===== src/rtl/core/imu_complementary_filter_macros.svh =====
// Assertion macros shared by the filter RTL.
`ifndef IMU_COMPLEMENTARY_FILTER_MACROS_SVH
`define IMU_COMPLEMENTARY_FILTER_MACROS_SVH

// Implication checked on every rising clock edge outside reset.
`define IMU_ASSERT_IMPL(label, clk, rst_n, ante, cons, msg) \
  label: assert property (@(posedge clk) disable iff (!rst_n) (ante) |-> (cons)) \
    else $error(msg);

// Next-cycle implication checked outside reset.
`define IMU_ASSERT_NEXT(label, clk, rst_n, ante, cons, msg) \
  label: assert property (@(posedge clk) disable iff (!rst_n) (ante) |=> (cons)) \
    else $error(msg);

`endif


===== src/rtl/core/imucf_pkg.sv =====
// ----------------------------------------------------------------------------
// imucf_pkg
// Types, constants and the CORDIC angle table for the attitude filter.
// ----------------------------------------------------------------------------
package imucf_pkg;

  localparam int unsigned AtanIterDefault = 16;
  localparam int unsigned AtanTabDepth    = 24;
  localparam int unsigned CfgIdxW         = 2;
  localparam int unsigned CfgDataW        = 21;

  localparam logic [CfgIdxW-1:0] CfgBlendWeight  = 2'd0;
  localparam logic [CfgIdxW-1:0] CfgStepTime     = 2'd1;
  localparam logic [CfgIdxW-1:0] CfgFilterEnable = 2'd2;

  localparam logic [16:0] BlendReset = 17'd58982;
  localparam logic [20:0] StepReset  = 21'd83886;
  localparam logic [16:0] OneQ16     = 17'd65536;
  localparam logic signed [31:0] Deg90Q16 = 32'sd5898240;

  typedef struct packed {
    logic signed [15:0] acc_x;
    logic signed [15:0] acc_y;
    logic signed [15:0] acc_z;
    logic signed [15:0] rate_x;
    logic signed [15:0] rate_y;
    logic signed [15:0] rate_z;
  } sample_t;

  typedef struct packed {
    logic signed [31:0] roll_deg;
    logic signed [31:0] pitch_deg;
    logic signed [31:0] yaw_deg;
  } attitude_t;

  // Handshake between the sequencer and the CORDIC unit.
  typedef struct packed {
    logic start;
    logic busy;
    logic done;
  } cordic_ctrl_t;

  typedef enum logic [3:0] {
    StIdle, StRoll, StRollWait, StPitch, StPitchWait,
    StGyro, StGyroSum, StMulA, StMulB, StBlend, StOut
  } seq_state_e;

  function automatic logic signed [31:0] atan_deg(input logic [4:0] i);
    logic signed [31:0] v;
    begin
      unique case (i)
        5'd0: v = 32'sd2949120;   5'd1: v = 32'sd1740967;
        5'd2: v = 32'sd919879;    5'd3: v = 32'sd466945;
        5'd4: v = 32'sd234379;    5'd5: v = 32'sd117304;
        5'd6: v = 32'sd58666;     5'd7: v = 32'sd29335;
        5'd8: v = 32'sd14668;     5'd9: v = 32'sd7334;
        5'd10: v = 32'sd3667;     5'd11: v = 32'sd1833;
        5'd12: v = 32'sd917;      5'd13: v = 32'sd458;
        5'd14: v = 32'sd229;      5'd15: v = 32'sd115;
        5'd16: v = 32'sd57;       5'd17: v = 32'sd29;
        5'd18: v = 32'sd14;       5'd19: v = 32'sd7;
        5'd20: v = 32'sd4;        5'd21: v = 32'sd2;
        5'd22: v = 32'sd1;
        default: v = 32'sd0;
      endcase
      return v;
    end
  endfunction

endpackage


===== src/rtl/core/imucf_stream_if.sv =====
// ----------------------------------------------------------------------------
// imucf_stream_if
// Valid/ready channel carrying one payload of a chosen type.
// ----------------------------------------------------------------------------
interface imucf_stream_if #(parameter type payload_t = logic) ();
  logic     valid;
  logic     ready;
  payload_t data;

  modport source (output valid, output data, input ready);
  modport sink (input valid, input data, output ready);
endinterface


===== src/rtl/core/imu_complementary_filter.sv =====
// ----------------------------------------------------------------------------
// imu_complementary_filter
// Complementary roll/pitch/yaw filter over one six-axis IMU sample.
// ----------------------------------------------------------------------------
// A sample's result is posted after the steps below, and the next sample can
// be accepted when the sequencer is back in idle after posting it. The work
// goes to two atan2 passes through one iterative CORDIC unit, then three gyro
// terms, a settle state and three blend steps, each through StMulA, StMulB
// and StBlend, on one shared 34x18 multiplier. The input is not ready while a
// sample is worked on. The result sits in an output register until taken; the
// next sample may be accepted meanwhile, and its own result waits until the
// register is free. When filtering is disabled the held angles are posted
// without a filter pass, once the output register is free.
`include "imu_complementary_filter_macros.svh"
module imu_complementary_filter #(
  parameter int unsigned AtanIterations = imucf_pkg::AtanIterDefault
) (
  input  logic                           clk_i,
  input  logic                           rst_ni,
  input  logic                           cfg_we_i,
  input  logic [imucf_pkg::CfgIdxW-1:0]  cfg_idx_i,
  input  logic [imucf_pkg::CfgDataW-1:0] cfg_data_i,
  imucf_stream_if.sink                   in_if,
  imucf_stream_if.source                 out_if
);
  import imucf_pkg::*;

  logic [16:0] alpha_q;
  logic [20:0] dt_q;
  logic        en_q;

  always_ff @(posedge clk_i or negedge rst_ni) begin
    if (!rst_ni) begin
      alpha_q <= BlendReset; dt_q <= StepReset; en_q <= 1'b1;
    end else if (cfg_we_i) begin
      unique case (cfg_idx_i)
        CfgBlendWeight:  alpha_q <= cfg_data_i[16:0];
        CfgStepTime:     dt_q <= cfg_data_i;
        CfgFilterEnable: en_q <= cfg_data_i[0];
        default: ;
      endcase
    end
  end

  seq_state_e st_q, st_d;
  sample_t smp_q;
  logic signed [31:0] acc_q [3];
  logic signed [31:0] ang_q [2];
  logic signed [47:0] gsum_q [3];
  logic signed [65:0] blend_q;
  logic [1:0]  ch_q, ch_d;
  logic        out_v_q;
  attitude_t   out_q;
  logic        out_free;

  logic         cstart;
  logic signed [16:0] cy, cx;
  cordic_ctrl_t cctrl;
  logic signed [31:0] cang;

  imucf_cordic #(.AtanIterations(AtanIterations)) u_cordic (
    .clk_i, .rst_ni, .start_i(cstart), .y_i(cy), .x_i(cx),
    .ctrl_o(cctrl), .angle_o(cang)
  );

  // Shared multiplier: the upper 34 bits of the gyro term, or the
  // accelerometer angle, times an 18-bit blend weight.
  logic signed [33:0] mul_a;
  logic signed [17:0] mul_b;
  logic signed [51:0] mul_p;
  logic signed [51:0] prod_q;
  logic [16:0] alpha_c;
  logic signed [47:0] gcur;
  logic signed [31:0] acur;
  logic signed [65:0] bnext;
  logic signed [49:0] bshift;

  always_comb begin
    alpha_c = (alpha_q > OneQ16) ? OneQ16 : alpha_q;
    gcur = gsum_q[ch_q];
    acur = (ch_q == 2'd2) ? 32'sd0 : ang_q[ch_q[0]];
    mul_a = '0; mul_b = '0;
    unique case (st_q)
      StGyro: begin
        unique case (ch_q)
          2'd0: mul_a = 34'(smp_q.rate_x);
          2'd1: mul_a = 34'(smp_q.rate_y);
          default: mul_a = 34'(smp_q.rate_z);
        endcase
        mul_b = 18'sd0; // unused; rate*dt formed below
      end
      StMulA: begin mul_a = gcur[47:14]; mul_b = $signed({1'b0, alpha_c}); end
      StMulB: begin mul_a = 34'(acur); mul_b = $signed(18'(OneQ16 - alpha_c)); end
      default: ;
    endcase
    mul_p = mul_a * mul_b;
    bnext = blend_q + 66'(prod_q);
    bshift = 50'(bnext >>> 16);
  end

  logic signed [15:0] rsel;
  logic signed [37:0] rdt;
  always_comb begin
    unique case (ch_q)
      2'd0: rsel = smp_q.rate_x;
      2'd1: rsel = smp_q.rate_y;
      default: rsel = smp_q.rate_z;
    endcase
    rdt = rsel * $signed({1'b0, dt_q});
  end

  assign out_free = !out_v_q || out_if.ready;

  always_comb begin
    st_d = st_q; ch_d = ch_q; cstart = 1'b0;
    cy = 17'(smp_q.acc_y); cx = 17'(smp_q.acc_z);
    unique case (st_q)
      StIdle: if (in_if.valid) st_d = en_q ? StRoll : StOut;
      StRoll: begin cstart = 1'b1; st_d = StRollWait; end
      StRollWait: if (cctrl.done) st_d = StPitch;
      StPitch: begin
        cstart = 1'b1; cy = -17'(smp_q.acc_x); st_d = StPitchWait;
      end
      StPitchWait: if (cctrl.done) begin st_d = StGyro; ch_d = 2'd0; end
      StGyro: begin
        if (ch_q == 2'd2) begin st_d = StGyroSum; ch_d = 2'd0; end
        else ch_d = ch_q + 1'b1;
      end
      StGyroSum: st_d = StMulA;
      StMulA: st_d = StMulB;
      StMulB: st_d = StBlend;
      StBlend: begin
        if (ch_q == 2'd2) st_d = StOut;
        else begin ch_d = ch_q + 1'b1; st_d = StMulA; end
      end
      // The result waits here until the output register is free.
      StOut: if (out_free) st_d = StIdle;
      default: st_d = StIdle;
    endcase
  end

  // The multiply on the gyro term runs in two halves: low 14 bits by alpha
  // are folded in exactly through the separate low product below.
  logic signed [31:0] glo_prod;
  assign glo_prod = $signed({1'b0, gcur[13:0]}) * $signed({1'b0, alpha_c});

  always_ff @(posedge clk_i or negedge rst_ni) begin
    if (!rst_ni) begin
      st_q <= StIdle; ch_q <= '0; out_v_q <= 1'b0;
      acc_q[0] <= '0; acc_q[1] <= '0; acc_q[2] <= '0;
    end else begin
      st_q <= st_d; ch_q <= ch_d;
      if (out_if.valid && out_if.ready) out_v_q <= 1'b0;
      if (st_q == StOut && out_free) out_v_q <= 1'b1;
      if (st_q == StBlend) begin
        if (bshift > 50'sd2147483647) acc_q[ch_q] <= 32'sh7fffffff;
        else if (bshift < -50'sd2147483648) acc_q[ch_q] <= 32'sh80000000;
        else acc_q[ch_q] <= bshift[31:0];
      end
    end
  end

  always_ff @(posedge clk_i) begin
    if (in_if.valid && in_if.ready) smp_q <= in_if.data;
    if (st_q == StRollWait && cctrl.done) ang_q[0] <= cang;
    if (st_q == StPitchWait && cctrl.done) ang_q[1] <= cang;
    if (st_q == StGyro)
      gsum_q[ch_q] <= 48'(acc_q[ch_q]) + 48'((48'(rdt) + 48'sd128) >>> 8);
    unique case (st_q)
      StMulA: begin
        prod_q <= 52'(mul_p) <<< 14;
        blend_q <= 66'(glo_prod) + 66'sd32768;
      end
      StMulB: begin prod_q <= mul_p; blend_q <= bnext; end
      StBlend: blend_q <= bnext;
      default: ;
    endcase
    if (st_q == StOut && out_free)
      out_q <= '{roll_deg: acc_q[0], pitch_deg: acc_q[1], yaw_deg: acc_q[2]};
  end

  assign in_if.ready  = (st_q == StIdle);
  assign out_if.valid = out_v_q;
  assign out_if.data  = out_q;

  `IMU_ASSERT_IMPL(a_ready_idle, clk_i, rst_ni, in_if.ready, st_q == StIdle, "ready outside idle")
  `IMU_ASSERT_NEXT(a_out_hold, clk_i, rst_ni, out_v_q && !out_if.ready, out_v_q && $stable(out_q), "result dropped")
  `IMU_ASSERT_NEXT(a_out_wait, clk_i, rst_ni, st_q == StOut && !out_free, st_q == StOut, "result overwritten")
  `IMU_ASSERT_NEXT(a_out_set, clk_i, rst_ni, st_q == StOut, out_v_q, "result not posted")
endmodule


===== src/rtl/core/imucf_cordic.sv =====
// ----------------------------------------------------------------------------
// imucf_cordic
// Iterative CORDIC vectoring unit: atan2(y, x) in Q16.16 degrees.
// ----------------------------------------------------------------------------
`include "imu_complementary_filter_macros.svh"
module imucf_cordic #(
  parameter int unsigned AtanIterations = imucf_pkg::AtanIterDefault
) (
  input  logic                      clk_i,
  input  logic                      rst_ni,
  input  logic                      start_i,
  input  logic signed [16:0]        y_i,
  input  logic signed [16:0]        x_i,
  output imucf_pkg::cordic_ctrl_t   ctrl_o,
  output logic signed [31:0]        angle_o
);
  import imucf_pkg::*;

  localparam int unsigned IterW = 5;
  localparam logic [IterW-1:0] LastIter = IterW'(AtanIterations - 1);

  // x grows by at most about 1.65; 17 bits plus 14 scale plus margin.
  logic signed [33:0] x_q, x_d, y_q, y_d;
  logic signed [31:0] z_q, z_d;
  logic [IterW-1:0]   it_q, it_d;
  logic               busy_q, busy_d, done_q, done_d;
  logic signed [33:0] xs, ys, dx, dy;

  always_comb begin
    xs = 34'(x_i) <<< 14;
    ys = 34'(y_i) <<< 14;
    dx = y_q >>> it_q;
    dy = x_q >>> it_q;
    x_d = x_q; y_d = y_q; z_d = z_q; it_d = it_q;
    busy_d = busy_q; done_d = 1'b0;
    if (start_i) begin
      it_d = '0;
      if (x_i == 17'sd0 && y_i == 17'sd0) begin
        z_d = '0; done_d = 1'b1; busy_d = 1'b0;
      end else begin
        busy_d = 1'b1;
        if (x_i < 0) begin
          if (y_i >= 0) begin
            x_d = ys; y_d = -xs; z_d = Deg90Q16;
          end else begin
            x_d = -ys; y_d = xs; z_d = -Deg90Q16;
          end
        end else begin
          x_d = xs; y_d = ys; z_d = '0;
        end
      end
    end else if (busy_q) begin
      if (y_q > 0) begin
        x_d = x_q + dx; y_d = y_q - dy; z_d = z_q + atan_deg(it_q);
      end else begin
        x_d = x_q - dx; y_d = y_q + dy; z_d = z_q - atan_deg(it_q);
      end
      it_d = it_q + 1'b1;
      if (it_q == LastIter) begin
        busy_d = 1'b0; done_d = 1'b1;
      end
    end
  end

  always_ff @(posedge clk_i or negedge rst_ni) begin
    if (!rst_ni) begin
      busy_q <= 1'b0; done_q <= 1'b0; it_q <= '0;
    end else begin
      busy_q <= busy_d; done_q <= done_d; it_q <= it_d;
    end
  end

  always_ff @(posedge clk_i) begin
    x_q <= x_d; y_q <= y_d; z_q <= z_d;
  end

  assign ctrl_o  = '{start: start_i, busy: busy_q, done: done_q};
  assign angle_o = z_q;

  `IMU_ASSERT_NEXT(a_done_pulse, clk_i, rst_ni, done_q, !done_q || start_i, "done held")
  `IMU_ASSERT_IMPL(a_busy_done, clk_i, rst_ni, busy_q, !done_q, "busy and done together")
  `IMU_ASSERT_IMPL(a_iter_range, clk_i, rst_ni, busy_q, it_q <= LastIter, "iteration overrun")
endmodule

===== src/flat_wrapper.sv =====
// flat-port wrapper written by rule: the top's interface ports become plain ports
module imu_complementary_filter_flat import imucf_pkg::*;
#(
  parameter int unsigned AtanIterations = imucf_pkg::AtanIterDefault
)
  (clk_i, rst_ni, cfg_we_i, cfg_idx_i, cfg_data_i, in_if_valid, in_if_data, in_if_ready, out_if_valid, out_if_data, out_if_ready);
  imucf_stream_if in_if_i ();
  imucf_stream_if out_if_i ();
  input  logic clk_i;
  input  logic rst_ni;
  input  logic cfg_we_i;
  input  logic [imucf_pkg::CfgIdxW-1:0] cfg_idx_i;
  input  logic [imucf_pkg::CfgDataW-1:0] cfg_data_i;
  input wire logic [$bits(in_if_i.valid)-1:0] in_if_valid;
  input wire logic [$bits(in_if_i.data)-1:0] in_if_data;
  output wire logic [$bits(in_if_i.ready)-1:0] in_if_ready;
  output wire logic [$bits(out_if_i.valid)-1:0] out_if_valid;
  output wire logic [$bits(out_if_i.data)-1:0] out_if_data;
  input wire logic [$bits(out_if_i.ready)-1:0] out_if_ready;
  assign in_if_i.valid = in_if_valid;
  assign in_if_i.data = in_if_data;
  assign in_if_ready = in_if_i.ready;
  assign out_if_valid = out_if_i.valid;
  assign out_if_data = out_if_i.data;
  assign out_if_i.ready = out_if_ready;
  imu_complementary_filter #(.AtanIterations(AtanIterations)) u_core (.clk_i(clk_i), .rst_ni(rst_ni), .cfg_we_i(cfg_we_i), .cfg_idx_i(cfg_idx_i), .cfg_data_i(cfg_data_i), .in_if(in_if_i), .out_if(out_if_i));
endmodule

===== config.mk =====
export PLATFORM = sky130hd
export DESIGN_NAME = imu_complementary_filter_flat
export DESIGN_NICKNAME = d
export VERILOG_FILES = /design/src/rtl/core/imucf_pkg.sv /design/src/rtl/core/imucf_stream_if.sv /design/src/rtl/core/imu_complementary_filter.sv /design/src/rtl/core/imucf_cordic.sv /design/src/flat_wrapper.sv
export VERILOG_INCLUDE_DIRS = /design/src /design/src/rtl/core
export SDC_FILE = /design/constraint.sdc
export NUM_CORES = 2
export LEC_CHECK = 0
export BUFFER_PORTS_ARGS = -buffer_cell sky130_fd_sc_hd__buf_4
export CAP_MARGIN = 20
export CORE_ASPECT_RATIO = 1.2
export CORE_UTILIZATION = 50
export DETAILED_ROUTE_END_ITERATION = 10
export GPL_TIMING_DRIVEN = 0
export PLACE_DENSITY = 0.68
export SLEW_MARGIN = 10
export SYNTH_ARGS = -nofsm -noshare
export SYNTH_HDL_FRONTEND = slang
export SYNTH_HIERARCHICAL = 1
export SYNTH_SLANG_ARGS = --single-unit

===== constraint.sdc =====
create_clock -name clk_i -period 10.4 [get_ports clk_i]
set_clock_uncertainty 0.2 [all_clocks]
set_input_delay 1.04 -clock clk_i [delete_from_list [all_inputs] [get_ports clk_i]]
set_output_delay 1.04 -clock clk_i [all_outputs]
set_load 0.02 [all_outputs]

Word-level counts from Yosys, hierarchy flattened
Memory sizes are Yosys's and may differ from the RTL's.
Index checks and enable logic that the tools add are counted.
{"block": "totals", "reg_bits": 369, "ram_bits": 208, "rom_bits": 1408, "out_inout_bits": 3, "mem_count": 4}
{"block": "classes", "addsub": 13, "multipliers": 3, "order_cmp": 6, "eq_ne": 21, "shift": 2, "n_mux": 62, "bitwise": 8, "reduce_logical": 26}
{"name": "(name not given)", "words": 32, "word_bits": 22, "rd": 1, "rd_clocked_by_memory_dff": 0, "write_ports": 0, "line": "imucf_pkg.sv:51", "text": "unique case (i)"}
{"name": "(name not given)", "words": 32, "word_bits": 22, "rd": 1, "rd_clocked_by_memory_dff": 0, "write_ports": 0, "line": "imucf_pkg.sv:51"}
{"name": "u_core.gsum_q", "words": 3, "word_bits": 48, "rd": 1, "rd_clocked_by_memory_dff": 0, "write_ports": 1, "line": "imu_complementary_filter.sv:49", "text": "logic signed [47:0] gsum_q [3];"}
{"name": "u_core.ang_q", "words": 2, "word_bits": 32, "rd": 1, "rd_clocked_by_memory_dff": 0, "write_ports": 1, "line": "imu_complementary_filter.sv:48", "text": "logic signed [31:0] ang_q [2];"}
{"cell": "32-bit 2-to-1 mux", "n": 13}
{"cell": "34-bit 2-to-1 mux", "n": 6}
{"cell": "96-bit 2-to-1 mux", "n": 2}
{"cell": "66-bit one-hot mux with 2 select lines", "n": 1}
{"cell": "52-bit one-hot mux with 2 select lines", "n": 1}
{"cell": "34-bit one-hot mux with 3 select lines", "n": 1}
{"cell": "96-bit bitwise mux", "n": 1}
{"cell": "93-bit AND", "n": 1}
{"cell": "93-bit NOT", "n": 1}
{"cell": "93-bit OR", "n": 1}
{"cell": "34-bit adder", "n": 2}
{"cell": "34-bit by 5-bit >>> shifter with 34-bit output", "n": 2}
{"cell": "34-bit subtractor", "n": 2}
{"cell": "66-bit by 52-bit adder with 66-bit output", "n": 1}
{"cell": "32-bit binary-select mux with 2-bit select", "n": 1}
{"cell": "32-bit demux with 2-bit select", "n": 1}
{"cell": "34-bit by 18-bit multiplier with 52-bit output", "n": 1}
{"cell": "50-bit by 32-bit greater-than comparator with 1-bit output, second input constant", "n": 1}
{"cell": "50-bit by 32-bit less-than comparator with 1-bit output, second input constant", "n": 1}
{"cell": "4-bit one-hot mux with 11 select lines", "n": 1}
{"cell": "18-bit one-hot mux with 2 select lines", "n": 1}
{"cell": "34-bit by 1-bit greater-than comparator with 1-bit output, second input constant", "n": 1}
{"cell": "32-bit by 17-bit adder with 33-bit output, second input constant", "n": 1}
{"cell": "32-bit by 31-bit adder with 33-bit output", "n": 1}
{"cell": "other kinds (43)", "n": 96}

Longest topological paths before layout
{"block": "logic_depth", "word_depth": 9, "mapped_depth": 39, "depth_no_buf": 36}

Cells and area by module
The synthesis kept the hierarchy.
{"module": "imu_complementary_filter", "n_inst": 1, "cells_per_inst": 5371, "area_each_um2": 50548.5, "seq_area_each_um2": 11896.4}
{"module": "imucf_cordic", "n_inst": 1, "cells_per_inst": 1970, "area_each_um2": 16817.4, "seq_area_each_um2": 3178.0}

Least setup slack after synthesis
OpenSTA, ideal clock, no wires.
{"block": "synth_path", "path_kind": "register to register", "start": "reg u_core.ch_q[0]", "end": "reg u_core.prod_q[51], data pin", "setup_ns": 0.258, "arrival_ns": 9.462, "t_required_ns": 9.942, "path_slack_ns": 0.480, "stages_incl_launch_ff": 36, "path_cell_list": "dfrtp_1 > clkbuf_1 > buf_1 > clkbuf_1 > clkbuf_1 > inv_1 > ha_1 > inv_1 > nand2_1 > clkbuf_1 > o21ai_1 > clkbuf_1 > nand2_1 > fa_1 > inv_1 > fa_1 > inv_1 > fa_1 > inv_1 > fa_1 > fa_1 > inv_1 > fa_1 > inv_1 > ha_1 > a21o_1 > a21o_1 > a211oi_1 > o22ai_1 > nor4b_1 > a21oi_1 > a221oi_1 > o21ai_0 > or4_1 > mux2i_1 > nand2_1"}
{"block": "synth_between", "elab_chain_len": 6, "word_cells_on_any_way": 11, "classes_between": "mul: 1; eq/ne: 2; mux: 4; reduce/logical: 2; memory: 2"}
{"item": "from (decl)", "line": "imu_complementary_filter.sv:51", "text": "logic [1:0] ch_q, ch_d;"}
{"item": "from (signal assigned)", "line": "imu_complementary_filter.sv:152", "text": "st_q <= st_d; ch_q <= ch_d;"}
{"item": "2-bit by 1-bit equality test with 1-bit output / 2-bit logical NOT (equally long branches)", "line": "imu_complementary_filter.sv:85", "text": "unique case (ch_q)"}
{"item": "2-bit OR reduction (no source line)"}
{"item": "1-bit 2-to-1 mux", "line": "imu_complementary_filter.sv:85"}
{"item": "34-bit one-hot mux with 3 select lines *", "line": "imu_complementary_filter.sv:83", "text": "unique case (st_q)"}
{"item": "34-bit by 18-bit multiplier with 52-bit output *", "line": "imu_complementary_filter.sv:96", "text": "mul_p = mul_a * mul_b;"}
{"item": "52-bit one-hot mux with 2 select lines *", "line": "imu_complementary_filter.sv:169", "text": "unique case (st_q)"}
{"item": "to (signal assigned)", "line": "imu_complementary_filter.sv:171", "text": "prod_q <= 52'(mul_p) <<< 14;"}
{"item": "to (signal assigned)", "line": "imu_complementary_filter.sv:174", "text": "StMulB: begin prod_q <= mul_p; blend_q <= bnext; end"}
{"item": "to (decl)", "line": "imu_complementary_filter.sv:71", "text": "logic signed [51:0] prod_q;"}
Every way passes the cells marked *; elsewhere a longest branch is shown, timed or not.
A chain may end at the register's enable or synchronous reset.

Worst setup path after layout
{"block": "layout_path", "start": "reg u_core.alpha_q[16]", "end": "reg u_core.prod_q[51], data pin"}
{"block": "layout_between", "elab_chain_len": 6}
{"item": "from (decl)", "line": "imu_complementary_filter.sv:28", "text": "logic [16:0] alpha_q;"}
{"item": "from (signal assigned)", "line": "imu_complementary_filter.sv:37", "text": "CfgBlendWeight: alpha_q <= cfg_data_i[16:0];"}
{"item": "17-bit greater-than comparator", "line": "imu_complementary_filter.sv:79", "text": "alpha_c = (alpha_q > OneQ16) ? OneQ16 : alpha_q;"}
{"item": "17-bit 2-to-1 mux *", "line": "imu_complementary_filter.sv:79"}
{"item": "17-bit by 17-bit subtractor with 18-bit output", "line": "imu_complementary_filter.sv:93", "text": "StMulB: begin mul_a = 34'(acur); mul_b = $signed(18'(OneQ16 - alpha_c)); end"}
{"item": "18-bit one-hot mux with 2 select lines *", "line": "imu_complementary_filter.sv:83"}
{"item": "34-bit by 18-bit multiplier with 52-bit output *", "line": "imu_complementary_filter.sv:96"}
{"item": "52-bit one-hot mux with 2 select lines *", "line": "imu_complementary_filter.sv:169"}
Marked as above.

==> impl_metrics.yaml <==
setup_path:
  required_ns: 10.63
  critical_path.reg2reg.endpoint: "u_core/prod_q[51]"
  path_max_fanout: 10
  timing.rr.start: "u_core/alpha_q[16]"
  reg2reg_slack_ns: 0.31
  start_kind: "flip-flop"
  crit_path_max_incr_delay_ns: 0.56
  ff2ff_path_depth: 34
  critPathSlowestCell: "fa_1"
  arrival_ns: 10.32
  worst_path_most_repeated_cell: "fa_1"
  worst_setup_path_end_kind: "flip-flop"
  critical_path_class: "reg2reg"
clock_network:
  cts_inserted_buffers: 61
  clock-root-buffer: "clkbuf_16"
  cts_tree: "built"
  hold_buffers: 0
  path_clk_slew_ns: 0.06
  htreeDepth: 2
  clock-sinks: 525
  insertion_delay_ns: 0.69
  cts.path.max_buffers: 3
logic_synthesis:
  synthCells: 7339
  avgSynthCellArea_sq_um: 9.18
  yosysWarningCount: 6
  synth_area_sq_um: 67400
global_routing:
  grt_max_degree: 80
  grt_pass1_wl_um: 373000
  gr-total-overflow: 0
  antenna_found_initial: 12
  grt_pass1_vias: 58662
  grt.total_usage_pct: 37.4
drt:
  ant_nets: 0
  vias_per_cell: 6.10
  drtPass1Iterations: 8
  num_vias: 58026
  drtIter0Drc: 5717
  wl_um: 253000
  drt-wirelength-per-cell_um: 26.6
  route.detailed.drc: 0
power_and_ir_drop:
  peakVddDrop_uv: 233
  finalPower_mw: 14.9
  leakage_nw: 32.5
  powerDensity_nw_per_um2: 201
layout:
  final_cell_mix: "nand2_1 (975), inv_1 (956), fa_1 (747)"
  mostFrequentLayoutCell: "nand2_1"
  seqCellArea_sq_um: 15100
  nNetsFinal: 8879
  post-route-util_pct: 55.5
  multi_input_area_sq_um: 48400
  nFillCells: 12116
  area_growth_pct: 10.2
  layout-drive-gt1-share_pct: 8.70
  final_cells: 9518
sta:
  min_period_over_period_pct: 97.1
  hold_slack_ns: 0.113
  finalSetupViolations: 0
  timing.fmax_ghz: 0.0991
  min_period_ns: 10.09
  worst_slew_pin_slew_ns: 1.23
  drv_slew: 0
  relSlewSlack_pct: 18.2
  hold_viol_final: 0
floorplan:
  die_y_um: 404
  die_x_um: 337
  coreArea_sq_um: 134000
  row_count: 147
  dieArea_sq_um: 136000
  initial_core_util_pct: 50.4
  io_pins: 32
placed_design:
  numPortBuffers: 31
  place_congestion: 1.08
  dp_hpwl_um: 201000
  placedCellCount: 9382
flow_run:
  maxCapViolations: 0
hold_path:
  min_path_type: "in2async"
run_status:
  status: "completed"
==> area by class of cell <==
class	count	area share, %
Antenna cell	5	0.0169
Timing Repair Buffer	91	1.24
Clock buffer	74	2.18
Tap cell	1788	3.01
Multi-Input combinational cell	5674	65.2
Sequential cell	525	20.3
Buffer	355	2.36
Inverter	964	4.89
Clock inverter	42	0.767
==> through the flow <==
step / cell area, sq um / setup slack, ns / setup TNS, ns
after floorplan: 68000 / 0.480 / 0
after global placement: 70500 / -3.35 / -93.12
after detailed placement: 71100 / -3.46 / -94.45
after CTS: 74000 / 0.000949 / 0
after global routing: 74200 / -0.0195 / -0.0217
final: 74200 / 0.306 / 0
==> worst max path at each step <==
stage,startpoint,end,slack [ns],cells after the start
after global routing,u_core/alpha_q[16],u_core/prod_q[50],-0.02,36
after detailed placement,u_core/ch_q[0],u_core/prod_q[51],-3.46,34
after global placement,u_core/ch_q[0],u_core/prod_q[50],-3.35,37
final,u_core/alpha_q[16],u_core/prod_q[51],0.31,34
after floorplan,u_core/ch_q[0],u_core/prod_q[51],0.48,35
after CTS,u_core/ch_q[0],u_core/prod_q[51],0.0009,36
==> where the power goes <==
group | switching [mW] | total (mW) | internal (mW)
Combinational | 5.70 | 9.06 | 3.36
Clock | 0.967 | 2.36 | 1.40
Sequential | 0.419 | 3.50 | 3.08
Total | 7.08 | 14.9 | 7.84
==> flip-flops by register name, indices dropped and copies added, names as in the netlist, 2 cells and up <==
| name | count |
|---|---|
| u_core/u_cordic/x_q | 34 |
| u_core/prod_q | 52 |
| u_core/acc_q | 96 |
| u_core/u_cordic/y_q | 34 |
| u_core/ch_q | 2 |
| u_core/dt_q | 14 |
| u_core/blend_q | 66 |
| u_core/u_cordic/angle_o | 32 |
| u_core/u_cordic/it_q | 5 |
| u_core/st_q | 4 |
| u_core/gsum_q | 99 |
| u_core/ang_q | 64 |
| u_core/alpha_q | 17 |
==> worst max-delay path, delay by kind of cell, from the launching register on <==
| family | cells | cell delay (ns) |
|---|---|---|
| adder cells (fa/ha/maj) | 8 | 3.64 |
| AND/OR/NAND/NOR | 8 | 2.04 |
| AO/OA/AOI/OAI | 8 | 1.97 |
| buffers and inverters | 8 | 1.21 |
| flip-flops | 1 | 0.43 |
| XOR/XNOR | 1 | 0.17 |
| multiplexers | 1 | 0.16 |
==> per-layer routing <==
layer / global-route usage [%] / wire (um)
met4: 28.8 / 23900
met5: 0 / 94
met1: 41.8 / 87300
met2: 61.3 / 119000
met3: 8.88 / 22900
==> what timing repair did <==
| action | CTS | global route |
|---|---|---|
| resized for setup | 179 | 85 |
| buffers inserted | 6 | 5 |
| endpoints found under the hold margin | 0 | 0 |
| endpoints found under the setup margin | 53 | 31 |
| pin swaps | 7 | 6 |
No activity file was read; power rests on OpenSTA's default activity.
